$ cat src/ifb_ram.sv
// Simple dual-port RAM, one write port and one registered read port.
`default_nettype none
module ifb_ram #(
  parameter int DATA_W = 8,
  parameter int DEPTH  = 256
) (
  input  wire logic                      clk,
  input  wire logic                      we,
  input  wire logic [$clog2(DEPTH)-1:0]  waddr,
  input  wire logic [DATA_W-1:0]         wdata,
  input  wire logic                      re,
  input  wire logic [$clog2(DEPTH)-1:0]  raddr,
  output logic      [DATA_W-1:0]         rdata
);

  logic [DATA_W-1:0] mem [DEPTH];
  logic [DATA_W-1:0] rdata_r;

  always_ff @(posedge clk) begin
    if (we) begin
      mem[waddr] <= wdata;
    end
  end

  always_ff @(posedge clk) begin
    if (re) begin
      rdata_r <= mem[raddr];
    end
  end

  assign rdata = rdata_r;

endmodule
`default_nettype wire

$ cat config.mk
export PLATFORM = sky130hd
export DESIGN_NAME = ifb_ram
export DESIGN_NICKNAME = d
export VERILOG_FILES = /design/src/ifb_ram.sv
export SDC_FILE = /design/constraint.sdc
export NUM_CORES = 2
export LEC_CHECK = 0
export BUFFER_PORTS_ARGS = -buffer_cell sky130_fd_sc_hd__buf_2
export CAP_MARGIN = 20
export CORE_MARGIN = 2
export CORE_UTILIZATION = 25
export CTS_CLUSTER_SIZE = 30
export DETAILED_ROUTE_END_ITERATION = 12
export HOLD_SLACK_MARGIN = 0.12
export PLACE_DENSITY = 0.48
export SLEW_MARGIN = 20
export SYNTH_ARGS = -nofsm -noshare
export SYNTH_HDL_FRONTEND = slang
export SYNTH_SLANG_ARGS = --single-unit
$ cat constraint.sdc
create_clock -name clk -period 2 [get_ports clk]
set_input_delay 0.1 -clock clk [delete_from_list [all_inputs] [get_ports clk]]
set_output_delay 0.1 -clock clk [all_outputs]
set_load 0.01 [all_outputs]
==> flow_summary.yaml <==
outcome:
  outcome: "finished with violations"
  violations: "negative setup slack"
clock_tree:
  cts_buffers: 217
  path_clk_slew_ps: 60
  insertion_delay_ps: 870
  clock-root-buffer: "clkbuf_16"
  htree_num_levels: 4
  cts_tree: "done"
  cts.path.max_buffers: 3
  clock-sinks: 2056
cells_and_area:
  fin_nets: 4538
  seqCellArea_sq_um: 61700
  final_cell_mix: "2,056 x edfxtp_1, 640 x buf_4, 455 x mux4_2"
  multi_input_area_sq_um: 17000
  layout-drive-gt1-share_pct: 34.5
  area_growth_pct: 23.4
  stdcell_area_sq_um: 98200
  final_common_cell: "edfxtp_1"
  n_fill_cell: 30600
  final_cells: 8878
detailed_routing:
  via_per_inst: 4.56
  routed_wl_um: 223000
  first_pass_iters: 5
  drc: 0
  initialDrtViolationCount: 4042
  route.vias.total: 40500
  antenna_left: 0
  wl_per_cell_um: 25.2
floorplan:
  rows: 207
  die_area_sq_um: 323000
  start_util_pct: 25.1
  fp.dieH_um: 568
  core_sq_um: 318000
  die_width_um: 568
  io_pins: 35
global_routing:
  grt_pass1_vias: 41300
  antenna_found_initial: 12
  grt_max_degree: 81
  grt_pass1_wl_um: 315000
  overflow: 0
  grtUsageTotal_pct: 13.6
timing:
  hold_viol: 0
  report.final.slew_viol_count: 0
  setup_viol: 8
  slew_headroom_pct: 40.8
  fin_ws_ps: -429
  hold-worst-slack_ps: 217
  rsz0062_at_grt: "true"
  period_minus_slack_ps: 2430
  tightest_slew_ps: 888
  skew_ps: 54.2
  fin_crit_sh_pct: 121
  fmax_ghz: 0.412
worst_setup_path:
  timing.rr.end: "rdata[4]$_DFFE_PP_"
  crit_buf_inv: 1
  critPathKind: "reg2reg"
  required_ps: 2600
  max_stage_delay_ps: 530
  path_common_cell: "mux4_2"
  end_kind: "flop"
  cp_slowest_cell: "mux4_2"
  cp_max_fo: 1
  crit_chain: "mux4_2, mux4_2, nor2b_4, nor4_4, buf_4, nor4_2"
  ff2ff_setup_slack_ps: -430
  reg2reg_depth: 6
  cp_num_cells: 6
  worst_setup_path_start_kind: "flop"
  critPathArrivalTime_ps: 3030
  path_delay_family: "multiplexers"
  r2r-start: "mem[71][4]$_DFFE_PP_"
logic_synthesis:
  synth_edf_count: 2056
  ys_types: 54
  synth_ff_type: "edfxtp_1"
  synth_seq_cells: 2056
  synth_area_leader_cell: "edfxtp_1"
  async_reset_ff_share_pct: 0
  ys_warn_count: 0
  synthTopCellsByArea: "edfxtp_1 78%, mux4_2 13%, mux2i_1 1.7%"
  yosysSeqAreaShare_pct: 77.5
  syn-num-nets: 3760
  postSynthAreaPerCell_sq_um: 21.3
  synth_cells: 3733
  yosysTopAreaCellShare_pct: 77.5
  syn_area_sq_um: 79600
worst_hold_path:
  hold_depth: 6
  min_to: "mem[212][1]$_DFFE_PP_"
  min_from: "we"
  hold_path_class: "in2reg"
job:
  max_cap_viol_count: 0
placed_design:
  place_area_sq_um: 90600
  dp.cells: 8456
  hpwl_um: 149000
  portBuffers: 34
  gp_congestion: 0.790
pwr:
  vdd_drop_max_uv: 797
  p_per_area_nw_per_um2: 944
  power_leakage_uw: 0.0312
[layout make-up]
cell class	instances	share of cell area (%)
Inverter	2	0.00764
Tap cell	4180	5.32
Timing Repair Buffer	792	7.40
Clock buffer	262	5.74
Sequential cell	2056	62.8
Clock inverter	138	1.40
Antenna cell	6	0.0153
Multi-Input combinational cell	1442	17.3
[tightest hold or removal path, stage by stage]
cell and delay [ps]:
buf_2 110, buf_12 140, nand3_1 130, buf_4 170, nor2_1 70, buf_4 140
[synthesized netlist by cell type, types with 16 or more instances]
cell / instances
buf_4: 27
o22ai_1: 28
buf_1: 22
o221ai_1: 46
mux2i_1: 134
mux4_2: 454
buf_2: 31
a22oi_1: 133
nor3_1: 22
nor2b_1: 31
buf_6: 21
a21oi_1: 96
edfxtp_1: 2056
clkbuf_1: 111
nor2_1: 282
nand2_1: 33
nand3_1: 34
nor4_1: 24
a211oi_1: 16
[layer usage]
metal	part of all wire [%]	track usage (%)	vias up
met5	0.0040	0	-
met4	2.5	3.70	2
met3	5.8	2.63	294
met2	48	22.0	1156
met1	44	18.6	21800
li1	-	-	17300
[flip-flops by register name, summed over array words and instances, names as in the netlist]
| name | cells |
|---|---|
| mem | 2048 |
| rdata | 8 |
[worst max path at each step]
stage	to	start	slack (ps)
final	rdata[4]$_DFFE_PP_	mem[71][4]$_DFFE_PP_	-430
after global routing	rdata[1]$_DFFE_PP_	mem[135][1]$_DFFE_PP_	-470
after CTS	rdata[4]$_DFFE_PP_	mem[71][4]$_DFFE_PP_	-470
after detailed placement	rdata[4]$_DFFE_PP_	raddr[0]	-1370
after global placement	rdata[4]$_DFFE_PP_	raddr[0]	-1400
after floorplan	rdata[0]$_DFFE_PP_	raddr[0]	-60
[metrics by stage]
step                setup TNS, ps  setup slack (ps)  power (uW)  utilization [%]
finish                      -2440              -429       92700             30.9
detailed placement          -8960             -1370       53800             28.5
floorplan                    -371             -57.4       50900                -
global route                -2970              -467       95500             30.9
CTS                         -2850              -468       93600             30.9
global placement            -8990             -1400       53800             28.5
[logic make-up after synthesis]
family | synth area share, %
compound gates | 3.42
mux | 14.6
flops | 77.5
buf+inv | 1.83
simple gates | 2.63
[power by group]
part           total, uW  internal (uW)  switching (uW)
Combinational       5410           2180            3230
Clock              39700          22700           17000
Sequential         47600          47500            54.6
[repair_timing]
item	4_1_cts	5_1_grt
pin swaps	17	22
setup buffers	0	0
hold buffers	20	0
gates resized for setup	36	32
endpoints found under the setup margin	8	22
hold endpoints to repair	2614	0
Note: power is estimated with default switching activity, not from simulation.
