[src/ifb_pkg.sv]
// Shared types and constants for the indexed framebuffer engine.
`default_nettype none
package ifb_pkg;

  localparam int MAX_WIDTH  = 256;
  localparam int MAX_HEIGHT = 256;

  localparam int DIM_W  = 9;
  localparam int PROD_W = 18;
  localparam int CFG_AW = 4;

  typedef enum logic [2:0] {
    CMD_FILL      = 3'd0,
    CMD_BLIT_START = 3'd1,
    CMD_BLIT_DATA = 3'd2,
    CMD_PAL_WRITE = 3'd3,
    CMD_SCAN      = 3'd4
  } cmd_t;

  typedef enum logic [2:0] {
    ST_IDLE,
    ST_FILL,
    ST_SCAN_RD,
    ST_SCAN_PAL,
    ST_SCAN_OUT
  } state_t;

  localparam logic [1:0] REG_FRAME_WIDTH  = 2'd0;
  localparam logic [1:0] REG_FRAME_HEIGHT = 2'd1;
  localparam logic [1:0] REG_COLOR_MODEL  = 2'd2;

  localparam logic [1:0] BYTES_RGB565 = 2'd2;
  localparam logic [1:0] BYTES_RGB666 = 2'd3;

endpackage
`default_nettype wire

[src/ifb_mac.sv]
// Shared registered multiply-add unit: res = a * b + c.
`default_nettype none
module ifb_mac (
  input  wire logic                        clk,
  input  wire logic                        en,
  input  wire logic [ifb_pkg::DIM_W-1:0]   a,
  input  wire logic [ifb_pkg::DIM_W-1:0]   b,
  input  wire logic [ifb_pkg::DIM_W-1:0]   c,
  output logic      [ifb_pkg::PROD_W-1:0]  res
);

  localparam int PW = ifb_pkg::PROD_W;

  logic [PW-1:0] res_r;
  logic [PW-1:0] res_nxt;

  always_comb begin
    res_nxt = PW'(a) * PW'(b) + PW'(c);
  end

  always_ff @(posedge clk) begin
    if (en) begin
      res_r <= res_nxt;
    end
  end

  assign res = res_r;

endmodule
`default_nettype wire

[config.mk]
export PLATFORM = sky130hd
export DESIGN_NAME = ifb_mac
export DESIGN_NICKNAME = d
export VERILOG_FILES = /design/src/ifb_pkg.sv /design/src/ifb_mac.sv
export SDC_FILE = /design/constraint.sdc
export NUM_CORES = 1
export LEC_CHECK = 0
export BUFFER_PORTS_ARGS = -buffer_cell sky130_fd_sc_hd__buf_2
export CORE_MARGIN = 2
export CORE_UTILIZATION = 55
export CTS_CLUSTER_SIZE = 16
export DETAILED_ROUTE_END_ITERATION = 10
export HOLD_SLACK_MARGIN = 0.15
export PLACE_DENSITY = 0.77
export SKIP_CTS_REPAIR_TIMING = 1
export SLEW_MARGIN = 20
export SYNTH_ARGS = -nofsm -noshare
export SYNTH_HDL_FRONTEND = slang
export SYNTH_SLANG_ARGS = --single-unit
[constraint.sdc]
create_clock -name clk -period 6.1 [get_ports clk]
set_clock_uncertainty 0.05 [all_clocks]
set_input_delay 1.22 -clock clk [delete_from_list [all_inputs] [get_ports clk]]
set_output_delay 1.22 -clock clk [all_outputs]
set_load 0.005 [all_outputs]
==> impl_metrics.yaml <==
placed_design:
  numPortBuffers: 46
  place_ws_ns: 0.1884
  routabilityCongestion: 0.8611
  dp_cells: 480
  hpwl_mm: 5.884
timing:
  fin_crit_sh_pct: 92.62
  period_needed_ns: 5.650
  timing.hold.ws_ns: 1.233
  relSlewSlack_pct: 68.16
  setup_total_negative_slack_ns: 0
  grt_setup_unrepaired: "false"
  worst_slack_ns: 0.4505
  finalSetupViolations: 0
  maxSlewViolCount: 0
  worst_slew_pin_slew_ns: 0.4734
  fmax_mhz: 177.0
  hold_viol: 0
logic_synthesis:
  synthCells: 366
  synth_nets: 503
  ys_warn_count: 0
  avgSynthCellArea_um2: 9.743
  ys_types: 34
  netlist_area_um2: 3566
  ys_seq_elements: 18
  yosysSeqAreaShare_pct: 15.16
power_and_ir_drop:
  p_comb_share_pct: 78.7
  leakagePower_nw: 2.107
  p_seq_share_pct: 16.2
  clockPowerShare_pct: 5.1
  p_per_area_nw_per_um2: 424.8
  p_int_mw: 0.8696
  vdd_ir_drop_max_mv: 0.3127
  swShare_pct: 47.55
  p_sw_mw: 0.7885
cells_and_area:
  multiInputGateArea_um2: 2748
  drive_above_1_share_pct: 14.00
  largest_reg_flops: 18
  fillCellCount: 556
  stdcell_count: 484
  final_nets: 545
  antenna_cells: 0
  final_util_pct: 61.83
  synthToLayoutAreaGrowth_pct: 9.474
  final_common_cell: "inv_1"
  regArea_um2: 540.5
  final_cell_mix: "inv_1, fa_1, ha_1"
clocking:
  cts_buffers: 3
  cts_tree: "yes"
  clk_pin_slew_ns: 0.07
  cts_max_path_buffers: 2
  cts_root_buf: "clkbuf_8"
  cts_sinks: 18
  h-tree-depth: 1
global_route:
  grt_pass1_wl_mm: 11.90
  grt_max_degree: 19
  grt_overflow: 0
  globalRouteTotalUtil_pct: 20.53
  antenna_found_initial: 0
  first_global_vias: 2738
floorplan:
  die_area_um2: 7144
  ioPinCount: 47
  die_h_um: 84.52
  placementRows: 29
  start_util_pct: 56.48
  die_x_um: 84.52
  coreArea_um2: 6314
critical_path:
  worstSetupPathType: "primary input to register"
  crit_required_ns: 6.06
  cp-start-kind: "primary input"
  startpoint: "b[0]"
  crit_path_end_kind: "register"
  arrival_ns: 5.61
  cp_max_fo: 9
  endpoint: "res[12]"
detailed_routing:
  drt_iter0_markers: 137
  via_per_inst: 5.488
  drt.antenna.violating_nets: 0
  drc: 0
  vias: 2656
  finalWirelength_mm: 6.812
  wire_per_inst_um: 14.07
  first_pass_iters: 4
job:
  drv_cap: 0
min_path:
  hold_class: "primary input to register"
outcome:
  outcome: "finished, final reports clean"
[synthesized netlist by cell type, drive strengths merged]
library cell | n | area share [%]
o221a | 1 | 0.32
nor4 | 1 | 0.35
xnor2 | 7 | 1.7
a21o | 9 | 1.9
o41ai | 1 | 0.46
and2 | 36 | 6.3
a211oi | 1 | 0.21
a21boi | 1 | 0.21
o311a | 1 | 0.28
nand3 | 4 | 0.56
a21oi | 10 | 1.4
o31a | 1 | 0.25
o32ai | 1 | 0.25
a211o | 2 | 0.49
nand4 | 1 | 0.18
and3 | 2 | 0.35
a221oi | 1 | 0.42
o211ai | 3 | 0.63
nor2 | 8 | 0.91
o21ai | 6 | 0.84
a31oi | 3 | 0.53
nor3 | 1 | 0.14
inv | 65 | 6.8
ha | 53 | 19
fa | 55 | 31
xor3 | 1 | 0.67
or2 | 4 | 0.70
edfxtp | 18 | 15
nand2b | 1 | 0.18
a2111oi | 2 | 0.49
nand2 | 51 | 5.4
xor2 | 6 | 1.5
clkbuf | 9 | 0.95
[power by group through the flow]
stage	Clock [mW]	Sequential (mW)	Combinational, mW
6_report	0.0846	0.268	1.31
2_1_floorplan	0	0.280	1.00
3_5_place_dp	0	0.272	1.30
5_1_grt	0.0941	0.273	1.48
4_1_cts	0.0859	0.270	1.31
3_3_place_gp	0	0.272	1.27
[per-stage QoR]
step           total power [mW]  cell area (um^2)
2_1_floorplan             1.280              3566
3_3_place_gp              1.545              3859
3_5_place_dp              1.575              3859
4_1_cts                   1.670              3904
5_1_grt                   1.844              3904
6_report                  1.658              3904
[kinds of logic after synthesis]
| kind of cell | Yosys count | share of synthesized area [%] |
|---|---|---|
| fa+ha+maj | 108 | 49.47 |
| xor+xnor | 14 | 3.860 |
| buf+inv | 74 | 7.789 |
| flops | 18 | 15.16 |
| simple gates | 109 | 15.05 |
| compound gates | 43 | 8.667 |
[layout make-up]
type	instances	area share, %
tap	77	2.468
clock buffer	3	1.058
timing repair buffer	46	5.897
inverter	65	6.250
clock inverter	1	0.09615
multi-input combinational	274	70.38
sequential	18	13.85
[critical path: stages]
cell and delay [ns]:
buf_2 0.17, nand2_1 0.10, fa_1 0.54, inv_1 0.05
fa_1 0.49, inv_1 0.05, fa_1 0.49, fa_1 0.49
inv_1 0.05, fa_1 0.44, ha_1 0.36, a21oi_1 0.23
o211ai_1 0.21, a2111oi_0 0.46, a21oi_1 0.11, xor2_1 0.16
[per-layer routing]
| metal | GRT usage (%) | vias up | part of all wire (%) | routed length [um] |
|---|---|---|---|---|
| li1 | - | 1262 | - | - |
| met4 | 2.886 | 0 | 0.31 | 21 |
| met5 | 0 | - | 0 | 0 |
| met3 | 2.950 | 2 | 4.4 | 298 |
| met2 | 37.08 | 67 | 54 | 3704 |
| met1 | 26.93 | 1325 | 41 | 2788 |
[worst min path at each step]
stage | startpoint | cells after the start | slack (ns) | end
2_1_floorplan | en | 0 | 1.28 | res[0]
3_3_place_gp | c[0] | 2 | 1.47 | res[0]
3_5_place_dp | c[0] | 2 | 1.49 | res[0]
4_1_cts | c[0] | 2 | 1.23 | res[0]
5_1_grt | c[0] | 2 | 1.22 | res[0]
6_report | c[0] | 2 | 1.23 | res[0]
(Power assumes the default switching activity.)
